$ cat config.mk
export PLATFORM = sky130hd
export DESIGN_NAME = intra_block_predictor
export DESIGN_NICKNAME = d
export VERILOG_FILES = /design/src/design/ibp_pkg.sv /design/src/design/ibp_front.sv /design/src/design/ibp_cmdq.sv /design/src/design/ibp_back.sv /design/src/design/intra_block_predictor.sv
export SDC_FILE = /design/constraint.sdc
export NUM_CORES = 1
export LEC_CHECK = 0
export ABC_AREA = 0
export BUFFER_PORTS_ARGS = -buffer_cell sky130_fd_sc_hd__buf_4
export CAP_MARGIN = 40
export CORE_ASPECT_RATIO = 1.4
export CORE_MARGIN = 8
export CORE_UTILIZATION = 57
export CTS_BUF_LIST = sky130_fd_sc_hd__clkbuf_16
export DETAILED_ROUTE_END_ITERATION = 10
export GPL_TIMING_DRIVEN = 0
export PLACE_DENSITY = 0.76
export SKIP_CTS_REPAIR_TIMING = 1
export SYNTH_ARGS = -nofsm -noshare
export SYNTH_HDL_FRONTEND = slang
export SYNTH_SLANG_ARGS = --single-unit
$ cat constraint.sdc
create_clock -name clk -period 7.1 [get_ports clk]
set_clock_uncertainty 0.05 [all_clocks]
set_input_delay 0.71 -clock clk [delete_from_list [all_inputs] [get_ports clk]]
set_output_delay 0.71 -clock clk [all_outputs]
set_load 0.05 [all_outputs]
$ cat src/design/ibp_pkg.sv
// Shared types, constants and pixel functions of the intra block predictor.
package ibp_pkg;

  localparam int MAX_BLOCK       = 32;
  localparam int PIXELS_PER_WORD = 8;
  localparam int PIX_W           = 8;
  localparam int WORD_W          = PIXELS_PER_WORD * PIX_W;
  localparam int WORDS_MAX       = MAX_BLOCK / PIXELS_PER_WORD;
  localparam int WIDX_W          = 2;
  localparam int POS_W           = 5;
  localparam int SUM_W           = 13;
  localparam int CMDQ_DEPTH      = 4;
  localparam int OUTQ_DEPTH      = 4;

  // Item modes
  localparam logic MODE_LOAD = 1'b0;
  localparam logic MODE_GEN  = 1'b1;

  // Predictor codes; anything unlisted behaves as constant 128
  localparam logic [2:0] KIND_DC      = 3'd0;
  localparam logic [2:0] KIND_DC_LEFT = 3'd1;
  localparam logic [2:0] KIND_DC_TOP  = 3'd2;
  localparam logic [2:0] KIND_DC_128  = 3'd3;
  localparam logic [2:0] KIND_HOR     = 3'd4;
  localparam logic [2:0] KIND_VER     = 3'd5;
  localparam logic [2:0] KIND_TM      = 3'd6;

  localparam logic [PIX_W-1:0] DC_MID = 8'd128;

  // Classified command passed from front to back
  typedef struct packed {
    logic              is_gen;
    logic [POS_W-1:0]  pos;
    logic [PIX_W-1:0]  above;
    logic [PIX_W-1:0]  left;
    logic [2:0]        kind;
    logic              big;
    logic [PIX_W-1:0]  dc;
    logic [PIX_W-1:0]  corner;
  } cmd_t;

  // One result word
  typedef struct packed {
    logic [WORD_W-1:0] pixels;
    logic [WIDX_W-1:0] word_index;
    logic              last;
  } res_t;

  // Clamp a 10-bit value to 0..255
  function automatic logic [PIX_W-1:0] sat8(input logic [9:0] v);
    sat8 = (v > 10'd255) ? 8'd255 : v[7:0];
  endfunction

  // True motion: left + above - corner, clamped to 0..255
  function automatic logic [PIX_W-1:0] tm_pixel(input logic [PIX_W-1:0] l,
                                                 input logic [PIX_W-1:0] a,
                                                 input logic [PIX_W-1:0] c);
    logic signed [9:0] s;
    s = $signed({2'b00, l}) + $signed({2'b00, a}) - $signed({2'b00, c});
    if (s < 0) begin
      tm_pixel = 8'd0;
    end else if (s > 10'sd255) begin
      tm_pixel = 8'd255;
    end else begin
      tm_pixel = s[7:0];
    end
  endfunction

endpackage

$ cat src/design/ibp_front.sv
// Front end: accepts items, keeps edge sums and corner, classifies into commands.
module ibp_front
  import ibp_pkg::*;
(
  input  logic             clk,
  input  logic             rst_n,
  input  logic             in_push,
  output logic             in_full,
  input  logic             in_mode,
  input  logic [POS_W-1:0] in_position,
  input  logic [PIX_W-1:0] in_above_pixel,
  input  logic [PIX_W-1:0] in_left_pixel,
  input  logic [PIX_W-1:0] in_corner_pixel,
  input  logic [2:0]       in_pred_kind,
  input  logic             in_size_is_32,
  output logic             q_push,
  output cmd_t             q_cmd,
  input  logic             q_full
);

  logic [SUM_W-1:0] above_sum_r, above_sum_nxt;
  logic [SUM_W-1:0] left_sum_r, left_sum_nxt;
  logic [PIX_W-1:0] corner_r;
  logic             accept;
  logic             is_load;
  logic [14:0]      both_sum;
  logic [13:0]      left_rnd;
  logic [13:0]      top_rnd;
  logic [9:0]       dc_both;
  logic [9:0]       dc_left;
  logic [9:0]       dc_top;
  logic [PIX_W-1:0] dc;

  assign accept  = in_push && !q_full;
  assign in_full = q_full;
  assign is_load = (in_mode == MODE_LOAD);

  // Restart sums on index zero, else accumulate with wrap
  always_comb begin
    if (in_position == '0) begin
      above_sum_nxt = SUM_W'(in_above_pixel);
      left_sum_nxt  = SUM_W'(in_left_pixel);
    end else begin
      above_sum_nxt = above_sum_r + SUM_W'(in_above_pixel);
      left_sum_nxt  = left_sum_r + SUM_W'(in_left_pixel);
    end
  end

  always_ff @(posedge clk) begin
    if (!rst_n) begin
      above_sum_r <= '0;
      left_sum_r  <= '0;
      corner_r    <= '0;
    end else if (accept && is_load) begin
      above_sum_r <= above_sum_nxt;
      left_sum_r  <= left_sum_nxt;
      corner_r    <= in_corner_pixel;
    end
  end

  // DC averages with rounding, then saturate
  assign both_sum = 15'(above_sum_r) + 15'(left_sum_r) + (in_size_is_32 ? 15'd32 : 15'd16);
  assign left_rnd = 14'(left_sum_r) + (in_size_is_32 ? 14'd16 : 14'd8);
  assign top_rnd  = 14'(above_sum_r) + (in_size_is_32 ? 14'd16 : 14'd8);
  assign dc_both  = in_size_is_32 ? 10'(both_sum >> 6) : 10'(both_sum >> 5);
  assign dc_left  = in_size_is_32 ? 10'(left_rnd >> 5) : 10'(left_rnd >> 4);
  assign dc_top   = in_size_is_32 ? 10'(top_rnd >> 5) : 10'(top_rnd >> 4);

  always_comb begin
    unique case (in_pred_kind)
      KIND_DC:      dc = sat8(dc_both);
      KIND_DC_LEFT: dc = sat8(dc_left);
      KIND_DC_TOP:  dc = sat8(dc_top);
      default:      dc = DC_MID;
    endcase
  end

  // Pack command; generates snapshot DC and corner at acceptance
  always_comb begin
    q_cmd.is_gen = (in_mode == MODE_GEN);
    q_cmd.pos    = in_position;
    q_cmd.above  = in_above_pixel;
    q_cmd.left   = in_left_pixel;
    q_cmd.kind   = in_pred_kind;
    q_cmd.big    = in_size_is_32;
    q_cmd.dc     = dc;
    q_cmd.corner = corner_r;
  end

  assign q_push = accept;

endmodule

$ cat src/design/ibp_cmdq.sv
// Command queue between the front end and the back end.
module ibp_cmdq
  import ibp_pkg::*;
(
  input  logic clk,
  input  logic rst_n,
  input  logic push,
  input  cmd_t din,
  output logic full,
  input  logic pop,
  output cmd_t dout,
  output logic empty
);

  localparam int PTR_W = $clog2(CMDQ_DEPTH);

  cmd_t               mem_r [CMDQ_DEPTH];
  logic [PTR_W-1:0]   wr_ptr_r;
  logic [PTR_W-1:0]   rd_ptr_r;
  logic [PTR_W:0]     count_r;
  logic               do_push;
  logic               do_pop;

  assign full    = (count_r == (PTR_W+1)'(CMDQ_DEPTH));
  assign empty   = (count_r == '0);
  assign do_push = push && !full;
  assign do_pop  = pop && !empty;
  assign dout    = mem_r[rd_ptr_r];

  // Advance pointers and count
  always_ff @(posedge clk) begin
    if (!rst_n) begin
      wr_ptr_r <= '0;
      rd_ptr_r <= '0;
      count_r  <= '0;
    end else begin
      if (do_push) wr_ptr_r <= wr_ptr_r + 1'b1;
      if (do_pop)  rd_ptr_r <= rd_ptr_r + 1'b1;
      if (do_push && !do_pop) begin
        count_r <= count_r + 1'b1;
      end else if (do_pop && !do_push) begin
        count_r <= count_r - 1'b1;
      end
    end
  end

  // Store entries
  always_ff @(posedge clk) begin
    if (do_push) mem_r[wr_ptr_r] <= din;
  end

endmodule

$ cat src/design/ibp_back.sv
// Back end: edge memories, row word sequencer, pixel lanes and result queue.
module ibp_back
  import ibp_pkg::*;
(
  input  logic              clk,
  input  logic              rst_n,
  input  logic              q_empty,
  input  cmd_t              q_cmd,
  output logic              q_pop,
  output logic              out_empty,
  input  logic              out_pop,
  output logic [WORD_W-1:0] out_pixels,
  output logic [WIDX_W-1:0] out_word_index,
  output logic              out_last
);

  localparam int OQ_PTR_W = $clog2(OUTQ_DEPTH);
  localparam int LANE_W   = $clog2(PIXELS_PER_WORD);

  // Edge memories: above row word-organized, left column by pixel
  logic [PIX_W-1:0]    above_mem_r [WORDS_MAX][PIXELS_PER_WORD];
  logic [PIX_W-1:0]    left_mem_r  [MAX_BLOCK];

  // Sequencer
  logic                busy_r;
  logic [WIDX_W-1:0]   word_r;
  cmd_t                gen_r;
  logic [POS_W-1:0]    row_r;
  logic                issue;
  logic                issue_last;
  logic                room;
  logic [WIDX_W-1:0]   words_last;

  // Read stage
  logic                s1_valid_r;
  logic [WIDX_W-1:0]   s1_word_r;
  logic                s1_last_r;
  logic [2:0]          s1_kind_r;
  logic [PIX_W-1:0]    s1_dc_r;
  logic [PIX_W-1:0]    s1_corner_r;
  logic [PIX_W-1:0]    above_q_r [PIXELS_PER_WORD];
  logic [PIX_W-1:0]    left_q_r;
  logic [WORD_W-1:0]   lane_pixels;

  // Result queue
  res_t                oq_mem_r [OUTQ_DEPTH];
  logic [OQ_PTR_W-1:0] oq_wr_r;
  logic [OQ_PTR_W-1:0] oq_rd_r;
  logic [OQ_PTR_W:0]   oq_cnt_r;
  logic                oq_pop;
  res_t                oq_head;

  // Issue a word read only when the result queue can take it
  assign room       = ({1'b0, oq_cnt_r} + (OQ_PTR_W+2)'(s1_valid_r)) <
                      (OQ_PTR_W+2)'(OUTQ_DEPTH);
  assign words_last = gen_r.big ? WIDX_W'(WORDS_MAX - 1) : WIDX_W'(WORDS_MAX/2 - 1);
  assign issue      = busy_r && room;
  assign issue_last = issue && (word_r == words_last);
  assign q_pop      = !q_empty && (!busy_r || issue_last);

  // Hold sequencer state
  always_ff @(posedge clk) begin
    if (!rst_n) begin
      busy_r     <= 1'b0;
      word_r     <= '0;
      s1_valid_r <= 1'b0;
    end else begin
      s1_valid_r <= issue;
      priority if (q_pop && q_cmd.is_gen) begin
        busy_r <= 1'b1;
        word_r <= '0;
      end else if (issue_last) begin
        busy_r <= 1'b0;
      end else if (issue) begin
        word_r <= word_r + 1'b1;
      end
    end
  end

  // Latch generate command and read-stage payload
  always_ff @(posedge clk) begin
    if (q_pop && q_cmd.is_gen) begin
      gen_r <= q_cmd;
      row_r <= q_cmd.big ? q_cmd.pos : {1'b0, q_cmd.pos[POS_W-2:0]};
    end
    if (issue) begin
      s1_word_r   <= word_r;
      s1_last_r   <= issue_last;
      s1_kind_r   <= gen_r.kind;
      s1_dc_r     <= gen_r.dc;
      s1_corner_r <= gen_r.corner;
    end
  end

  // Write edges on loads, read one word and one left pixel per issue
  always_ff @(posedge clk) begin
    if (q_pop && !q_cmd.is_gen) begin
      above_mem_r[q_cmd.pos[POS_W-1:LANE_W]][q_cmd.pos[LANE_W-1:0]] <= q_cmd.above;
      left_mem_r[q_cmd.pos] <= q_cmd.left;
    end
    if (issue) begin
      above_q_r <= above_mem_r[word_r];
      left_q_r  <= left_mem_r[row_r];
    end
  end

  // Form the eight pixels of a word
  always_comb begin
    for (int k = 0; k < PIXELS_PER_WORD; k++) begin
      unique case (s1_kind_r)
        KIND_HOR: lane_pixels[k*PIX_W +: PIX_W] = left_q_r;
        KIND_VER: lane_pixels[k*PIX_W +: PIX_W] = above_q_r[k];
        KIND_TM:  lane_pixels[k*PIX_W +: PIX_W] = tm_pixel(left_q_r, above_q_r[k],
                                                           s1_corner_r);
        default:  lane_pixels[k*PIX_W +: PIX_W] = s1_dc_r;
      endcase
    end
  end

  // Result queue control
  assign oq_pop    = out_pop && (oq_cnt_r != '0);
  assign out_empty = (oq_cnt_r == '0);
  assign oq_head   = oq_mem_r[oq_rd_r];

  always_ff @(posedge clk) begin
    if (!rst_n) begin
      oq_wr_r  <= '0;
      oq_rd_r  <= '0;
      oq_cnt_r <= '0;
    end else begin
      if (s1_valid_r) oq_wr_r <= oq_wr_r + 1'b1;
      if (oq_pop)     oq_rd_r <= oq_rd_r + 1'b1;
      if (s1_valid_r && !oq_pop) begin
        oq_cnt_r <= oq_cnt_r + 1'b1;
      end else if (oq_pop && !s1_valid_r) begin
        oq_cnt_r <= oq_cnt_r - 1'b1;
      end
    end
  end

  always_ff @(posedge clk) begin
    if (s1_valid_r) begin
      oq_mem_r[oq_wr_r] <= '{pixels: lane_pixels, word_index: s1_word_r,
                             last: s1_last_r};
    end
  end

  assign out_pixels     = oq_head.pixels;
  assign out_word_index = oq_head.word_index;
  assign out_last       = oq_head.last;

endmodule

$ cat src/design/intra_block_predictor.sv
// Top level of the intra block predictor: front end, command queue, back end.
//
//   channel  | handshake           | payload
//   ---------+---------------------+-----------------------------------------------
//   in_      | in_push / in_full   | mode, position, above/left/corner, kind, size
//   out_     | out_pop / out_empty | pixels, word_index, last
//
// A load writes the edge memories when the back end pops it; a generate emits 2
// (size 16) or 4 (size 32) words, one per cycle while the result queue has room,
// paced by one word read of the above-edge memory per cycle.
// Synchronous active-low reset clears sums, corner, queues and sequencer; edge
// memories have no reset and no clearing pass.
// The front stalls only when the four-entry command queue is full; the back stalls
// when the four-entry result queue has no room.
module intra_block_predictor
  import ibp_pkg::*;
(
  input  logic              clk,
  input  logic              rst_n,
  input  logic              in_push,
  output logic              in_full,
  input  logic              in_mode,
  input  logic [POS_W-1:0]  in_position,
  input  logic [PIX_W-1:0]  in_above_pixel,
  input  logic [PIX_W-1:0]  in_left_pixel,
  input  logic [PIX_W-1:0]  in_corner_pixel,
  input  logic [2:0]        in_pred_kind,
  input  logic              in_size_is_32,
  output logic              out_empty,
  input  logic              out_pop,
  output logic [WORD_W-1:0] out_pixels,
  output logic [WIDX_W-1:0] out_word_index,
  output logic              out_last
);

  logic q_push;
  logic q_full;
  logic q_pop;
  logic q_empty;
  cmd_t q_cmd_in;
  cmd_t q_cmd_out;

  ibp_front u_front (
    .clk             (clk),
    .rst_n           (rst_n),
    .in_push         (in_push),
    .in_full         (in_full),
    .in_mode         (in_mode),
    .in_position     (in_position),
    .in_above_pixel  (in_above_pixel),
    .in_left_pixel   (in_left_pixel),
    .in_corner_pixel (in_corner_pixel),
    .in_pred_kind    (in_pred_kind),
    .in_size_is_32   (in_size_is_32),
    .q_push          (q_push),
    .q_cmd           (q_cmd_in),
    .q_full          (q_full)
  );

  ibp_cmdq u_cmdq (
    .clk   (clk),
    .rst_n (rst_n),
    .push  (q_push),
    .din   (q_cmd_in),
    .full  (q_full),
    .pop   (q_pop),
    .dout  (q_cmd_out),
    .empty (q_empty)
  );

  ibp_back u_back (
    .clk            (clk),
    .rst_n          (rst_n),
    .q_empty        (q_empty),
    .q_cmd          (q_cmd_out),
    .q_pop          (q_pop),
    .out_empty      (out_empty),
    .out_pop        (out_pop),
    .out_pixels     (out_pixels),
    .out_word_index (out_word_index),
    .out_last       (out_last)
  );

endmodule

### Yosys cells after proc, flatten, opt, wreduce, memory -nomap -nowiden

Memory sizes are Yosys's and may differ from the RTL's. A register that Yosys moved wholly into a read port is not among the register bits.
Index checks and enable logic that the tools add are counted.

* memories kept: 4
* word-level logic and storage cells: 181
* bits in registers: 99
* latch bits: 0
* bits of input ports: 38
* memory bits (read-only): 0
* output and inout bits: 69
* memory bits (writable): 948

* eq/ne operators: 7
* $lt $le $gt $ge: 22
* mux-type cells: 55
* shift-type cells: 0
* $mul: 0
* div/mod/pow operators: 0
* reduce and logical (&&, ||, !) cells: 34
* bitwise operators: 4
* add/sub/neg operators: 32

Memory list
* u_back.oq_mem_r: words 4, bits a word 67, read ports 1, clocked after memory_dff 1, write ports 1, line ibp_back.sv:46 `res_t oq_mem_r [OUTQ_DEPTH];`
* u_back.above_mem_r: words 4, bits a word 64, read ports 1, clocked after memory_dff 1, write ports 1, line ibp_back.sv:21 `logic [PIX_W-1:0] above_mem_r [WORDS_MAX][PIXELS_PER_WORD];`
* u_back.left_mem_r: words 32, bits a word 8, read ports 1, clocked after memory_dff 1, write ports 1, line ibp_back.sv:22 `logic [PIX_W-1:0] left_mem_r [MAX_BLOCK];`
* u_cmdq.mem_r: words 4, bits a word 42, read ports 1, clocked after memory_dff 1, write ports 1, line ibp_cmdq.sv:17 `cmd_t mem_r [CMDQ_DEPTH];`

Operators with widths (number)
* 8-bit case mux with 3 select lines: 9
* 8-bit 2-to-1 mux: 20
* 10-bit by 9-bit greater-than comparator with 1-bit output, second input constant: 8
* 10-bit by 1-bit less-than comparator with 1-bit output, second input constant: 8
* 9-bit by 8-bit subtractor with 10-bit output: 8
* 8-bit by 8-bit adder with 9-bit output: 8
* 64-bit 2-to-1 mux: 1
* 10-bit by 8-bit greater-than comparator with 1-bit output, second input constant: 3
* 10-bit 2-to-1 mux: 3
* 13-bit by 14-bit adder with 14-bit output: 2
* 13-bit by 8-bit adder with 13-bit output: 2
* 13-bit 2-to-1 mux: 2
* 8-bit demux with 3-bit select: 1
* 15-bit adder: 1
* 1-bit logical AND: 15
* 13-bit by 13-bit adder with 14-bit output: 1
* 3-bit equality test, second input constant: 4
* 3-bit 2-to-1 mux: 4
* 2-bit by 1-bit adder with 2-bit output, second input constant: 5
* 2-bit 2-to-1 mux: 5
* 3-bit logical NOT: 3
* 1-bit logical NOT: 8
* 1-bit 2-to-1 mux: 8
* 3-bit by 1-bit adder with 3-bit output, second input constant: 2
* other kinds (18): 23

### Logic depth before layout (Yosys ltp)

* depth in word-level cells: 10
* depth in mapped cells: 15
* depth with buffers taken out: 15

### Cells and area by module

Synthesis repeated with hierarchy kept, for this count alone.

* cell total of the unflattened synthesis: 2939
* area, all modules: 49485.0 sq um

By module, submodules not included
* ibp_back: area an instance 38628.3 sq um, sequential area each 27256.1 sq um, cells an instance 2095, times used 1
* ibp_cmdq: area an instance 6602.6 sq um, sequential area each 5225.0 sq um, cells an instance 268, times used 1
* ibp_front: area an instance 4254.1 sq um, sequential area each 680.7 sq um, cells an instance 576, times used 1

### Worst setup path after synthesis

No wires, ideal clock.

* path type: flip-flop to flip-flop
* from: reg u_back.oq_cnt_r[0]
* to: mem u_back.above_mem_r[0][0] (netlist name) (enable)
* arrival: 6.532 ns
* required time: 6.680 ns
* period minus slack after synthesis: 6.952 ns
* buffers on the path: 0
* setup slack: 0.148 ns
* setup time: 0.370 ns
* stages on the path, launching flop included: 9
* cell sequence: dfxtp_1 -> a311oi_2 -> nand2_1 -> o21ai_1 -> o31a_1 -> inv_1 -> nor3b_1 -> nand2_1 -> nor2_1

* cells in the longest elaborated chain, start to end: 9

RTL lines
* start, declared: line ibp_back.sv:49 `logic [OQ_PTR_W:0] oq_cnt_r;`
* start signal, assigned: line ibp_back.sv:134 `oq_cnt_r <= oq_cnt_r + 1'b1;`
* start signal, assigned: line ibp_back.sv:136 `oq_cnt_r <= oq_cnt_r - 1'b1;`
* 3-bit by 1-bit adder with 4-bit output: line ibp_back.sv:54 `assign room = ({1'b0, oq_cnt_r} + (OQ_PTR_W+2)'(s1_valid_r)) <`
* 4-bit by 3-bit less-than comparator with 1-bit output: line ibp_back.sv:54
* 1-bit logical AND: line ibp_back.sv:57 `assign issue = busy_r && room;`
* net u_back.issue: line ibp_back.sv:29 `logic issue;`
* 1-bit logical AND: line ibp_back.sv:58 `assign issue_last = issue && (word_r == words_last);`
* 1-bit logical OR: line ibp_back.sv:59 `assign q_pop = !q_empty && (!busy_r || issue_last);`
* 1-bit logical AND: line ibp_back.sv:59
* 1-bit logical AND: line ibp_back.sv:97 `if (q_pop && !q_cmd.is_gen) begin`
* 1-bit 2-to-1 mux: line ibp_back.sv:97
* 64-bit 2-to-1 mux (not written as such): line ibp_back.sv:98 `above_mem_r[q_cmd.pos[POS_W-1:LANE_W]][q_cmd.pos[LANE_W-1:0]] <= q_cmd.above;`
* end, declared: line ibp_back.sv:21

The timed path passes the listed nets, and every way through them passes these cells.

==> impl_metrics.toml <==
[worst_setup_path]
crit_top_cell = "clkbuf_1"
reg2reg_from = "u_back.s1_corner_r[1]"
cp_cell_sequence = "buf_4 -> clkbuf_8 -> clkbuf_1 -> clkbuf_1 -> buf_1 -> nor2_1 -> fa_1 -> and3_2 -> a221oi_2 -> nor4_4 -> and3b_4 -> nand2b_1 -> a21oi_1 -> o31ai_1 -> o21ai_0"
slowest_stage = "o21ai_0"
crit_start = "in_size_is_32"
endpoint_kind = "register"
crit_type = "in2reg"
worstSetupStartpointType = "input pin"
worst_path_largest_cell_delay_ps = 590
path_max_fanout = 12
crit_required_ps = 7420
critPathTopFamily = "buffers and inverters"
critPathArrivalTime_ps = 5280
path_buf_inv = 5

[outcome]
outcome = "finished, final reports clean"

[logic_synthesis]
synth-edff-count = 1067
synth_cell_types = 87
ys_top_cells_by_count = "1067 x edfxtp_1, 253 x mux4_2, 204 x inv_1"
yosysTopAreaCellShare = 0.656
yosys.cell_count.top_type = "edfxtp_1"
synth_largest_area_cell = "edfxtp_1"
syn-num-nets = 3114
synth_area_leaders = "edfxtp_1 66%, mux4_2 12%, fa_1 2.9%"
synthFlopType = "edfxtp_1"
avgSynthCellArea_um2 = 16.9
syn_area_um2 = 48800
async_flop_share = 0
synth-seq-area-share = 0.679
synth-seq-cells = 1123
synth_cells = 2892
ys_warn_count = 0

[timing]
period_needed_ps = 4960
timing.setup.tns_ps = 0
maxSlewViolCount = 0
worst_pin_slew_ps = 912
slew_headroom = 0.392
timing.fmax_mhz = 202
setup_ws_ps = 2140
setup_violations = 0
rsz0062_at_grt = "no"
finalHoldViolations = 0
fin_crit_sh = 0.699

[floorplanning]
rows = 127
die_h_um = 362
pin_count = 107
start_util = 0.572
die_area_um2 = 95400
core_area_um2 = 85300
fp.dieW_um = 263

[min_path]
hp-start = "in_mode"
hold_class = "in2reg"

[layout]
area_growth_pct = 12.7
nets = 3359
fill_cells = 5615
seqCellArea_um2 = 33200
diodes = 0
multiInputGateArea_um2 = 14400
drive_above_1_share = 0.190

[detailed_routing]
drt_wl_total_um = 112000
routedWlPerCell_um = 25.9
route.vias.total = 26600
firstDrtPassIters = 7
drc = 0
drtIter0Drc = 2483
viasPerCell = 6.16
drtAntennaViolNets = 0

[clock_tree]
cts-buffers-inserted = 97
htree_levels = 3
clk_latency_ps = 670
clock-sinks = 1123
cts_root_buf = "clkbuf_16"
clk_pin_slew_worst_paths_ps = 70
cts_tree = "done"
cts_max_path_buffers = 3

[placed_design]
portBuffers = 106
place_congestion = 0.920
pre_cts_slack_ps = 1580
hpwl_um = 78400

[grt]
grt_max_degree = 59
grt_pass1_wl_um = 169000
antenna_found_initial = 0
grt_pass1_vias = 27800
grt-ovfl-total = 0
grt_util_all_layers = 0.232

[power]
power_density_nw_per_um2 = 416
power_leakage_uw = 0.0186
worst_ir_drop_vdd_mv = 0.220

[run]
cap_violations = 0
## cell type report
type                    instances  share of cell area
plain buffers                 116             0.00910
clock buffers                 102              0.0464
clock inverters                79              0.0144
inverters                     205              0.0140
multi-input cells            1448               0.262
flip-flops and latches       1123               0.603
well taps                    1096              0.0249
repair buffers                146              0.0263
## logic make-up after synthesis
kind of cell    Yosys count  share of synthesized area
flops                  1123                      0.679
buf+inv                 321                     0.0260
fa+ha+maj               184                     0.0581
simple gates            457                     0.0437
mux                     268                      0.120
xor+xnor                 99                     0.0179
compound gates          440                     0.0551
## layout by cell type (no fill, tap or decap), drive strengths merged, types with 9 or more instances in the layout
cell type / synthesis / routed
inv: 205 / 224
dfxtp: 56 / 56
mux2: 9 / 9
buf: 39 / 185
edfxtp: 1067 / 1067
o21bai: 14 / 14
a22o: 10 / 10
a21o: 26 / 26
nor2: 195 / 195
nand3: 27 / 27
a21oi: 164 / 164
a211oi: 16 / 16
and2: 23 / 23
clkinv: 0 / 43
fa: 71 / 71
xor2: 33 / 33
nand2: 115 / 115
nor3: 20 / 20
xnor2: 66 / 66
o21ai: 133 / 133
bufinv: 0 / 14
clkbuf: 77 / 179
or2: 11 / 11
mux4: 253 / 253
nor2b: 20 / 20
ha: 113 / 113
a31oi: 13 / 13
## power by group
group / leakage (uW) / switching [uW] / internal (uW)
sequential: 0.0101 / 353 / 8670
clock: 0.00169 / 2350 / 3130
combinational: 0.00681 / 5180 / 3220
## routing by layer
| metal | up-vias | routed length, um | global-route usage | part of all wire |
|---|---|---|---|---|
| met1 | 13600 | 40900 | 0.274 | 0.37 |
| met4 | 0 | 5850 | 0.116 | 0.052 |
| li1 | 11600 | - | - | - |
| met3 | 277 | 5870 | 0.0260 | 0.053 |
| met2 | 1074 | 59100 | 0.422 | 0.53 |
| met5 | - | 0 | 0 | 0 |
## sequential cells by signal, summed over array words and instances (netlist names), 5 cells and up, named ones only
register	flops
u_back.above_mem_r	256
u_back.above_q_r	64
u_back.gen_r	20
u_back.left_mem_r	256
u_back.left_q_r	8
u_back.oq_mem_r	268
u_back.row_r	5
u_back.s1_corner_r	8
u_back.s1_dc_r	8
u_cmdq.mem_r	168
u_front.above_sum_r	13
u_front.corner_r	8
u_front.left_sum_r	13
## per-stage QoR
stage | hold WS [ps] | area (um2) | power (uW) | instances | utilization
3_5_place_dp | 357 | 51600 | 17500 | 4132 | 0.605
4_1_cts | 178 | 55000 | 23000 | 4313 | 0.644
3_3_place_gp | 357 | 51000 | 16900 | 4094 | 0.598
6_report | 218 | 55000 | 22900 | 4315 | 0.645
2_1_floorplan | 350 | 48800 | 14900 | 2892 | -
5_1_grt | 200 | 55000 | 24000 | 4315 | 0.645
## worst paths after layout
kind                            depth (start not counted)               endpoint  slack, ps
worst max-delay path                                   15    u_cmdq.mem_r[2][15]       2140
worst min-delay path                                    1    u_cmdq.mem_r[0][41]        220
worst max register to register                         12  u_back.oq_mem_r[0][9]       2430
worst min register to register                          0      u_back.s1_dc_r[7]        370
(Power assumes the default switching activity.)
